<file path="config.mk">
export PLATFORM = sky130hd
export DESIGN_NAME = bankers_safety_check
export DESIGN_NICKNAME = d
export VERILOG_FILES = /design/src/hdl/bsc_pkg.sv /design/src/hdl/bsc_tables.sv /design/src/hdl/bankers_safety_check.sv
export SDC_FILE = /design/constraint.sdc
export NUM_CORES = 2
export LEC_CHECK = 0
export ABC_CLOCK_PERIOD_IN_PS = 7490
export BUFFER_PORTS_ARGS = -buffer_cell sky130_fd_sc_hd__buf_2
export CORE_UTILIZATION = 35
export CTS_CLUSTER_DIAMETER = 30
export CTS_CLUSTER_SIZE = 28
export DETAILED_ROUTE_END_ITERATION = 16
export HOLD_SLACK_MARGIN = 0.02
export SLEW_MARGIN = 15
export SYNTH_ARGS = -nofsm -noshare
export SYNTH_HDL_FRONTEND = slang
export SYNTH_HIERARCHICAL = 1
export SYNTH_MEMORY_MAX_BITS = 65536
export SYNTH_SLANG_ARGS = --single-unit
</file>
<file path="constraint.sdc">
create_clock -name clock -period 7.49 [get_ports clock]
set_clock_uncertainty 0.1 [all_clocks]
set_input_delay 0.3745 -clock clock [delete_from_list [all_inputs] [get_ports clock]]
set_output_delay 0.3745 -clock clock [all_outputs]
set_load 0.01 [all_outputs]
</file>
<file path="src/hdl/bsc_pkg.sv">
// bsc_pkg: shared sizes, codes and word types for the safety check block
// used by bsc_tables and bankers_safety_check; no dependencies
package bsc_pkg;

   localparam int MAX_PROCS     = 16;
   localparam int MAX_RES       = 8;
   localparam int COUNT_BITS    = 16;
   localparam int AVAIL_BITS    = 20;
   localparam int PROC_BITS     = $clog2(MAX_PROCS);
   localparam int RES_BITS      = $clog2(MAX_RES);
   localparam int TBL_ADDR_BITS = PROC_BITS + RES_BITS;
   localparam int TBL_DEPTH     = MAX_PROCS * MAX_RES;
   localparam int PCNT_BITS     = PROC_BITS + 1;
   localparam int RCNT_BITS     = RES_BITS + 1;

   // request function codes
   localparam logic [1:0] FUNC_ALLOC = 2'd0;
   localparam logic [1:0] FUNC_MAX   = 2'd1;
   localparam logic [1:0] FUNC_AVAIL = 2'd2;
   localparam logic [1:0] FUNC_CHECK = 2'd3;

   // control register port
   localparam int CSR_INDEX_BITS = 4;
   localparam int CSR_DATA_BITS  = 8;
   localparam logic [CSR_INDEX_BITS-1:0] CSR_PROC_COUNT = 4'd0;
   localparam logic [CSR_INDEX_BITS-1:0] CSR_RES_COUNT  = 4'd1;

   localparam logic [4:0] PROC_COUNT_RESET = 5'd16;
   localparam logic [3:0] RES_COUNT_RESET  = 4'd8;

   typedef struct packed {
      logic [1:0]  func;
      logic [3:0]  proc_index;
      logic [2:0]  res_index;
      logic [15:0] value;
   } req_type;

   typedef struct packed {
      logic [3:0] process_id;
      logic       is_safe;
      logic       last;
   } rsp_type;

   // write side of the two demand tables
   typedef struct packed {
      logic                     alloc_en;
      logic                     max_en;
      logic [TBL_ADDR_BITS-1:0] addr;
      logic [COUNT_BITS-1:0]    data;
   } tbl_wr_type;

endpackage

</file>
<file path="src/hdl/bsc_tables.sv">
// bsc_tables: allocation and maximum-demand tables, one write and one
// registered read port each; depends on bsc_pkg
module bsc_tables
   import bsc_pkg::*;
(
   input  logic                     clock,
   input  tbl_wr_type               wr,
   input  logic [TBL_ADDR_BITS-1:0] rd_addr,
   output logic [COUNT_BITS-1:0]    alloc_q,
   output logic [COUNT_BITS-1:0]    max_q
);

   logic [COUNT_BITS-1:0] alloc_mem [TBL_DEPTH];
   logic [COUNT_BITS-1:0] max_mem   [TBL_DEPTH];
   logic [COUNT_BITS-1:0] alloc_q_ff;
   logic [COUNT_BITS-1:0] max_q_ff;

   always_ff @(posedge clock) begin
      if (wr.alloc_en) begin
         alloc_mem[wr.addr] <= wr.data;
      end
      if (wr.max_en) begin
         max_mem[wr.addr] <= wr.data;
      end
      alloc_q_ff <= alloc_mem[rd_addr];
      max_q_ff   <= max_mem[rd_addr];
   end

   assign alloc_q = alloc_q_ff;
   assign max_q   = max_q_ff;

endmodule

</file>
<file path="src/hdl/bankers_safety_check.sv">
// bankers_safety_check: top level, sequencer for the safety test around
// one shared adder/comparator; depends on bsc_pkg and bsc_tables
//
// Usage. A request word is taken when start is high and busy is low.
// Functions allocation and maximum write one table entry, available
// writes one entry of the available vector; busy stays low. A check word
// raises busy while the sequencer walks the tables: each process visit
// reads one resource column at a time through the table read port,
// first comparing max against alloc + avail, then releasing alloc into
// avail through the same 21-bit adder. A finished process is skipped.
// A pass visits proc_count processes (clamped to 1..16) and at most
// proc_count passes run, ending early once all finish or a pass adds
// nobody. Results follow: proc_count words of the safe sequence, one per
// cycle with last on the final one, or a single unsafe word. Each result
// is shown for one cycle with rsp_valid; the receiver cannot stall, so
// nothing is held back. The csr port is always ready; the user must
// write it only while idle, which the block itself does not enforce. Reset
// returns the sequencer to idle and the counts to 16 processes and 8
// resources; table contents are kept undefined until written.
module bankers_safety_check
   import bsc_pkg::*;
(
   input  logic                      clock,
   input  logic                      reset,
   input  logic                      start,
   output logic                      busy,
   input  req_type                   req_data,
   output logic                      rsp_valid,
   output rsp_type                   rsp_data,
   input  logic                      csr_valid,
   output logic                      csr_ready,
   input  logic [CSR_INDEX_BITS-1:0] csr_index,
   input  logic [CSR_DATA_BITS-1:0]  csr_data
);

   localparam logic [2:0] S_IDLE  = 3'd0;
   localparam logic [2:0] S_PROC  = 3'd1;
   localparam logic [2:0] S_FIT   = 3'd2;
   localparam logic [2:0] S_FWAIT = 3'd3;
   localparam logic [2:0] S_RWAIT = 3'd4;
   localparam logic [2:0] S_REL   = 3'd5;
   localparam logic [2:0] S_NEXTP = 3'd6;
   localparam logic [2:0] S_EMIT  = 3'd7;

   localparam logic [AVAIL_BITS-1:0] AVAIL_MAX = {AVAIL_BITS{1'b1}};

   logic [2:0]           state_ff,    state_in;
   logic [4:0]           proc_cnt_ff, proc_cnt_in;
   logic [3:0]           res_cnt_ff,  res_cnt_in;
   logic [PCNT_BITS-1:0] np_ff,       np_in;
   logic [RCNT_BITS-1:0] nr_ff,       nr_in;
   logic [PROC_BITS-1:0] p_ff,        p_in;
   logic [RES_BITS-1:0]  r_ff,        r_in;
   logic [PCNT_BITS-1:0] pass_ff,     pass_in;
   logic [PCNT_BITS-1:0] cnt_ff,      cnt_in;
   logic                 progress_ff, progress_in;
   logic [MAX_PROCS-1:0] finished_ff, finished_in;
   logic                 rsp_valid_ff, rsp_valid_in;
   rsp_type              rsp_ff,      rsp_in;

   logic [AVAIL_BITS-1:0] avail_ff [MAX_RES];
   logic [PROC_BITS-1:0]  seq_ff   [MAX_PROCS];

   tbl_wr_type            tbl_wr;
   logic [COUNT_BITS-1:0] alloc_q;
   logic [COUNT_BITS-1:0] max_q;

   logic                  accept;
   logic [AVAIL_BITS:0]   unit_sum;
   logic                  unit_fits;
   logic                  last_res;
   logic                  last_proc;
   logic                  avail_wr;
   logic                  seq_wr;
   logic [PCNT_BITS-1:0]  np_clamp;
   logic [RCNT_BITS-1:0]  nr_clamp;

   assign busy      = (state_ff != S_IDLE);
   assign accept    = start && !busy;
   assign csr_ready = 1'b1;
   assign rsp_valid = rsp_valid_ff;
   assign rsp_data  = rsp_ff;

   assign tbl_wr.alloc_en = accept && (req_data.func == FUNC_ALLOC);
   assign tbl_wr.max_en   = accept && (req_data.func == FUNC_MAX);
   assign tbl_wr.addr     = {req_data.proc_index[PROC_BITS-1:0],
                             req_data.res_index[RES_BITS-1:0]};
   assign tbl_wr.data     = req_data.value[COUNT_BITS-1:0];

   bsc_tables u_tables (
      .clock   (clock),
      .wr      (tbl_wr),
      .rd_addr ({p_ff, r_ff}),
      .alloc_q (alloc_q),
      .max_q   (max_q)
   );

   // shared unit: need fits when max <= alloc + avail; the same sum is the release
   assign unit_sum  = {1'b0, avail_ff[r_ff]} +
                      {{(AVAIL_BITS + 1 - COUNT_BITS){1'b0}}, alloc_q};
   assign unit_fits = {{(AVAIL_BITS + 1 - COUNT_BITS){1'b0}}, max_q} <= unit_sum;

   assign last_res  = ({1'b0, r_ff} == nr_ff - 1'b1);
   assign last_proc = ({1'b0, p_ff} == np_ff - 1'b1);

   always_comb begin
      if (proc_cnt_ff == 5'd0) begin
         np_clamp = PCNT_BITS'(1);
      end else if (proc_cnt_ff > 5'(MAX_PROCS)) begin
         np_clamp = PCNT_BITS'(MAX_PROCS);
      end else begin
         np_clamp = PCNT_BITS'(proc_cnt_ff);
      end
      if (res_cnt_ff == 4'd0) begin
         nr_clamp = RCNT_BITS'(1);
      end else if (res_cnt_ff > 4'(MAX_RES)) begin
         nr_clamp = RCNT_BITS'(MAX_RES);
      end else begin
         nr_clamp = RCNT_BITS'(res_cnt_ff);
      end
   end

   always_comb begin
      state_in     = state_ff;
      proc_cnt_in  = proc_cnt_ff;
      res_cnt_in   = res_cnt_ff;
      np_in        = np_ff;
      nr_in        = nr_ff;
      p_in         = p_ff;
      r_in         = r_ff;
      pass_in      = pass_ff;
      cnt_in       = cnt_ff;
      progress_in  = progress_ff;
      finished_in  = finished_ff;
      rsp_valid_in = 1'b0;
      rsp_in       = rsp_ff;
      avail_wr     = 1'b0;
      seq_wr       = 1'b0;

      if (csr_valid && csr_ready) begin
         if (csr_index == CSR_PROC_COUNT) begin
            proc_cnt_in = csr_data[4:0];
         end else if (csr_index == CSR_RES_COUNT) begin
            res_cnt_in = csr_data[3:0];
         end
      end

      unique case (state_ff)
         S_IDLE: begin
            if (accept && req_data.func == FUNC_CHECK) begin
               np_in       = np_clamp;
               nr_in       = nr_clamp;
               p_in        = '0;
               r_in        = '0;
               pass_in     = '0;
               cnt_in      = '0;
               progress_in = 1'b0;
               finished_in = '0;
               state_in    = S_PROC;
            end
         end
         S_PROC: begin
            // read of column 0 is under way
            state_in = finished_ff[p_ff] ? S_NEXTP : S_FIT;
         end
         S_FIT: begin
            if (!unit_fits) begin
               state_in = S_NEXTP;
            end else if (last_res) begin
               r_in     = '0;
               state_in = S_RWAIT;
            end else begin
               r_in     = r_ff + 1'b1;
               state_in = S_FWAIT;
            end
         end
         S_FWAIT: begin
            state_in = S_FIT;
         end
         S_RWAIT: begin
            state_in = S_REL;
         end
         S_REL: begin
            avail_wr = 1'b1;
            if (last_res) begin
               seq_wr               = 1'b1;
               cnt_in               = cnt_ff + 1'b1;
               finished_in[p_ff]    = 1'b1;
               progress_in          = 1'b1;
               state_in             = S_NEXTP;
            end else begin
               r_in     = r_ff + 1'b1;
               state_in = S_RWAIT;
            end
         end
         S_NEXTP: begin
            r_in = '0;
            if (last_proc) begin
               p_in = '0;
               // no progress in a pass means later passes change nothing
               if (cnt_ff == np_ff || !progress_ff || pass_ff == np_ff - 1'b1) begin
                  state_in = S_EMIT;
               end else begin
                  pass_in     = pass_ff + 1'b1;
                  progress_in = 1'b0;
                  state_in    = S_PROC;
               end
            end else begin
               p_in     = p_ff + 1'b1;
               state_in = S_PROC;
            end
         end
         S_EMIT: begin
            rsp_valid_in = 1'b1;
            if (cnt_ff != np_ff) begin
               rsp_in.process_id = '0;
               rsp_in.is_safe    = 1'b0;
               rsp_in.last       = 1'b1;
               state_in          = S_IDLE;
            end else begin
               rsp_in.process_id = 4'(seq_ff[p_ff]);
               rsp_in.is_safe    = 1'b1;
               rsp_in.last       = last_proc;
               p_in              = p_ff + 1'b1;
               if (last_proc) begin
                  state_in = S_IDLE;
               end
            end
         end
         default: begin
            state_in = S_IDLE;
         end
      endcase
   end

   always_ff @(posedge clock) begin
      if (reset) begin
         state_ff     <= S_IDLE;
         proc_cnt_ff  <= PROC_COUNT_RESET;
         res_cnt_ff   <= RES_COUNT_RESET;
         finished_ff  <= '0;
         rsp_valid_ff <= 1'b0;
      end else begin
         state_ff     <= state_in;
         proc_cnt_ff  <= proc_cnt_in;
         res_cnt_ff   <= res_cnt_in;
         finished_ff  <= finished_in;
         rsp_valid_ff <= rsp_valid_in;
      end
   end

   always_ff @(posedge clock) begin
      np_ff       <= np_in;
      nr_ff       <= nr_in;
      p_ff        <= p_in;
      r_ff        <= r_in;
      pass_ff     <= pass_in;
      cnt_ff      <= cnt_in;
      progress_ff <= progress_in;
      rsp_ff      <= rsp_in;
   end

   // available vector: load words and saturating releases
   always_ff @(posedge clock) begin
      if (accept && req_data.func == FUNC_AVAIL) begin
         avail_ff[req_data.res_index[RES_BITS-1:0]] <=
            {{(AVAIL_BITS - COUNT_BITS){1'b0}}, req_data.value[COUNT_BITS-1:0]};
      end else if (avail_wr) begin
         avail_ff[r_ff] <= unit_sum[AVAIL_BITS] ? AVAIL_MAX : unit_sum[AVAIL_BITS-1:0];
      end
   end

   always_ff @(posedge clock) begin
      if (seq_wr) begin
         seq_ff[cnt_ff[PROC_BITS-1:0]] <= p_ff;
      end
   end

endmodule
</file>
* Yosys cells after proc, flatten, opt, wreduce, memory -nomap -nowiden
Memory sizes are Yosys's and may differ from the RTL's. A register that Yosys moved wholly into a read port is not among the register bits.
Cells that the tools add are included.
** Word-level totals
- Logic and storage cells :: 151
- Memory bits (writable) :: 4320
- Memories kept :: 4
- Flip-flop bits (word level) :: 58
** Memories
- u_tables.alloc_mem :: words 128, width 16, read ports 1, clocked after memory_dff 1, wr ports 1, RTL line bsc_tables.sv:13 : logic [COUNT_BITS-1:0] alloc_mem [TBL_DEPTH];
- u_tables.max_mem :: words 128, width 16, read ports 1, clocked after memory_dff 1, wr ports 1, RTL line bsc_tables.sv:14 : logic [COUNT_BITS-1:0] max_mem [TBL_DEPTH];
- avail_ff :: words 8, width 20, read ports 1, clocked after memory_dff 1, wr ports 1, RTL line bankers_safety_check.sv:61 : logic [AVAIL_BITS-1:0] avail_ff [MAX_RES];
- seq_ff :: words 16, width 4, read ports 1, clocked after memory_dff 1, wr ports 1, RTL line bankers_safety_check.sv:62 : logic [PROC_BITS-1:0] seq_ff [MAX_PROCS];
** Cells by class
- Multiplexer cells :: 60
- Order comparisons :: 5
- Equal/unequal tests :: 24
- Reduce and logical (&&, ||, !) cells :: 33
- $add $sub $neg :: 7
- Bitwise operators :: 2
** Operators with widths (number)
- two-way mux 3 bit :: 14
- two-way mux 20 bit :: 2
- two-way mux 16 bit :: 2
- case mux 16 bit (2 select lines) :: 1
- two-way mux 5 bit :: 5
- case mux 3 bit (8 select lines) :: 1
- two-way mux 1 bit :: 22
- adder 20 x 16 -> 21 bit :: 1
- less-or-equal comparator 16 x 21 -> 1 bit :: 1
- case mux 5 bit (2 select lines) :: 2
- OR reduction 20 bit :: 1
- two-way mux 4 bit :: 4
- OR 16 bit :: 1
- inequality test 2 bit (second input constant) :: 7
- equality test 3 bit (second input constant) :: 4
- case mux 3 bit (4 select lines) :: 1
- case mux 4 bit (3 select lines) :: 1
- adder 5 x 1 -> 5 bit (second input constant) :: 2
- equality test 5 bit :: 2
- AND reduction 3 bit :: 3
- nonzero test 3 bit :: 3
- logical NOT 4 bit :: 2
- AND reduction 4 bit :: 2
- equality test 3 x 2 -> 1 bit (second input constant) :: 2
- other kinds (32) :: 45

* Logic depth before layout (Yosys ltp)
- Word-level depth :: 8
- Mapped depth :: 23
- Gate-level depth less buffers :: 21

* Hierarchy
Netlist, hierarchy kept.
** By module, submodules not included
- bsc_tables :: sequential area each 123638.6 µm², area an instance 156831.7 µm², instances 1, cells each 6139
- bankers_safety_check :: sequential area each 8358.0 µm², area an instance 13280.2 µm², instances 1, cells each 883

* Worst setup path after synthesis
OpenSTA, ideal clock, no wires.
- Path kind :: register to register
- Start :: register with a tool-made name
- End :: register with a tool-made name
- Path slack :: 2195 ps
- Data arrival time :: 5074 ps
- Setup time :: 121 ps
- Cell stages (with the launch flop) :: 22
- Path buffers :: 2
- Cells stage by stage :: dfxtp_1 > clkbuf_1 > buf_2 > mux4_2 > mux2_2 > ha_1 > a21o_1 > a211oi_1 > a21oi_1 > a21oi_1 > o21bai_1 > a21oi_1 > xor2_1 > ha_1 > nand4_1 > nor4_1 > a21oi_1 > nand4_1 > a31oi_1 > a41oi_1 > a221oi_4 > mux2_4

==> out/results.ini <==
[setup_path]
crit_required_ps=8300
cp-end-kind=register
worstPathArrival_ps=7110
path_class=register to register
cp-start-kind=register
rrSetupSlack_ps=1190
reg2regPathDepth=21
cp_max_fo=20

[cts]
clockBufferDepth=4
cts_resized=0
hold_buffers=39
post_cts_buffers=0
insertion_delay_ps=1060
clkTransAtPathRegs_ps=40
numCtsBuffers=828
cts_tree=yes
cts_sinks=4417
root_buffer=clkbuf_16
ctsHtreeMaxLevel=6

[placed_design]
dpl_cell_area_um2=180000
io_buffers=45
dp_hpwl_um=236000
routabilityCongestion=0.835

[synthesis]
seq_area_frac_synth_pct=77.6
synth_cell_types=58
synth_area_um2=170000
synth_top_area_cell=edfxtp_1
syn_inst=7022
synthTopCellsByArea=edfxtp_1 77%, mux4_2 19%, nor2_1 0.77%
synthesis.nets=7110
ys_ff_latch=4417
ys_warn_count=6
synth-edff-count=4353
synth_flop_cell=edfxtp_1
synth_top_area_share_pct=76.8
ys_async_sr_fraction_pct=0
synth_area_per_cell_um2=24.2

[floorplan]
pin_count=50
row_count=255
start_util_pct=35.2
core_region_area_um2=483000
die_h_um=699
dieArea_um2=489000
die_w_um=699

[route]
detail-route-antenna-nets=0
via_per_inst=5.31
dr.pass1.iters=8
drc=0
wl_um=419000
routedWlPerCell_um=27.8
drtIter0Drc=9019
vias=80058

[layout]
fillCellCount=40364
final_area_um2=209000
final_common_cell=edfxtp_1
drive_above_1_share_pct=37.3
fin_nets=8024
areaGrowthSynthToFinish_pct=22.9
final_cell_mix=4,353 x edfxtp_1, 1,409 x mux4_2, 835 x clkbuf_16

[min_path]
hold_start=req_data[24]
hold-path-endpoint=cnt_ff[4]
worstHoldPathType=input port to register
min_delay_path_depth=3

[pwr]
p_leak_uw=0.0663
power.share.clock_pct=48.3
powerDensity_nw_per_um2=366
p_seq_share_pct=36.1
comb_power_share_pct=15.5
switchingPower_uw=19200
swShare_pct=25.1
intPower_uw=57400
vdd_drop_max_mv=0.299

[grt]
grt_pass1_wl_um=603000
grt_usage_pct=16.9
grt_max_degree=149
grt_pass1_vias=82946
antenna_found_initial=28
gr-total-overflow=0

[timing]
worst_pin_slew_ps=1260
finalSetupViolations=0
fin_crit_sh_pct=84.1
finalHoldViolations=0
min_period_ps=6300
grt_setup_unrepaired=no
drv_slew=0
relSlewSlack_pct=15.8
fin_setup_tns_ps=0
max_freq_mhz=159

[run_status]
status=finished clean

[flow_run]
cap_violations=0

-- per-layer routing --
metal / vias up / GRT usage [%] / routed length (um)
li1: 32445 / - / -
met1: 43708 / 23.7 / 174000
met2: 3303 / 27.1 / 203000
met3: 598 / 3.07 / 31300
met4: 4 / 4.75 / 10400
met5: - / 0 / 32
-- cell usage after synthesis (3+ instances only) --
library cell	number
nand2_1	37
nor4_1	5
and3_1	5
buf_6	4
inv_2	4
xor2_1	20
mux2i_1	10
o21ai_0	8
clkbuf_1	229
mux4_2	1409
ha_1	46
a211o_1	4
nand2b_1	6
nor2_1	347
buf_1	50
a31oi_1	20
mux2_2	47
inv_1	34
nor3b_1	5
nand4_1	11
buf_4	7
o21bai_1	3
nor3_1	15
o211ai_1	4
buf_2	83
mux2_4	3
nor2b_1	21
nand3_1	26
and2_1	17
o21a_1	7
o21ai_1	10
edfxtp_1	4353
dfxtp_1	64
xnor2_1	25
a21o_1	6
a21oi_1	48
-- worst max-delay path: stages, from the launching register on --
cell,delay (ps)
dfxtp_2,700
buf_12,280
mux4_2,520
mux2i_1,320
inv_1,80
ha_1,280
a21oi_1,90
nand4b_1,270
a21boi_1,210
o21ai_1,100
a21boi_1,240
nor4_1,80
a311oi_1,480
ha_1,330
nand4_1,130
nor4_1,90
a21oi_1,140
nand4_1,120
a31oi_1,540
a41oi_1,270
a221oi_4,440
mux2_4,340
-- worst max path at each step --
stage | end | slack, ps | depth (start not counted)
after global placement | register | 1270 | 21
after CTS | register | 1210 | 21
after global routing | register | 790 | 21
after floorplan | register | 2200 | 21
final | register | 1190 | 21
after detailed placement | register | 1240 | 21
-- kinds of logic (layout without fill, tap and decap cells) --
| logic type | after synthesis | count (layout) | synth area share [%] |
|---|---|---|---|
| multiplexers | 1472 | 1472 | 19.1 |
| XOR/XNOR | 45 | 45 | 0.232 |
| adder cells (fa/ha/maj) | 47 | 47 | 0.350 |
| other | 1 | 8 | 0.00220 |
| buffers and inverters | 411 | 2038 | 1.00 |
| flip-flops | 4417 | 4417 | 77.6 |
| AO/OA/AOI/OAI | 127 | 127 | 0.477 |
| AND/OR/NAND/NOR | 502 | 502 | 1.26 |
-- registers in the layout, summed over array words and instances, names as in the netlist, 4 cells and up, named ones only --
register and count:
avail_ff 160, cnt_ff 5, finished_ff 16, np_ff 5, nr_ff 4, p_ff 4, pass_ff 5, proc_cnt_ff 5
res_cnt_ff 4, rsp_data 6, seq_ff 64, u_tables/alloc_mem 2048, u_tables/alloc_q 16, u_tables/max_mem 2048, u_tables/max_q 16
-- layout make-up --
cell class | count | area (um^2) | share of cell area, %
sequential | 4417 | 132000 | 63.1
multi-input combinational | 2194 | 36500 | 17.5
clock buffer | 944 | 21300 | 10.2
tap | 6425 | 8040 | 3.85
clock inverter | 599 | 7030 | 3.36
timing repair buffer | 457 | 3980 | 1.90
inverter | 38 | 143 | 0.0682
antenna | 7 | 17.5 | 0.00838
-- power groups by stage --
stage | Clock, uW | Combinational, uW | Sequential, uW
global route | 38700 | 12600 | 27700
detailed placement | 0 | 12000 | 28100
floorplan | 0 | 8070 | 27900
CTS | 37500 | 12000 | 27700
global placement | 0 | 11900 | 28100
finish | 37000 | 11900 | 27700
-- per-stage QoR --
stage	power (uW)	setup slack [ps]	hold WS, ps	cells	util, %
2_1_floorplan	36000	2200	331	7022	-
3_3_place_gp	40000	1270	344	13491	37.3
3_5_place_dp	40100	1240	353	13492	37.3
4_1_cts	77200	1210	68.8	15074	43.3
5_1_grt	78900	788	170	15075	43.3
6_report	76600	1190	163	15081	43.3
Note: power is estimated with default switching activity, not from simulation.
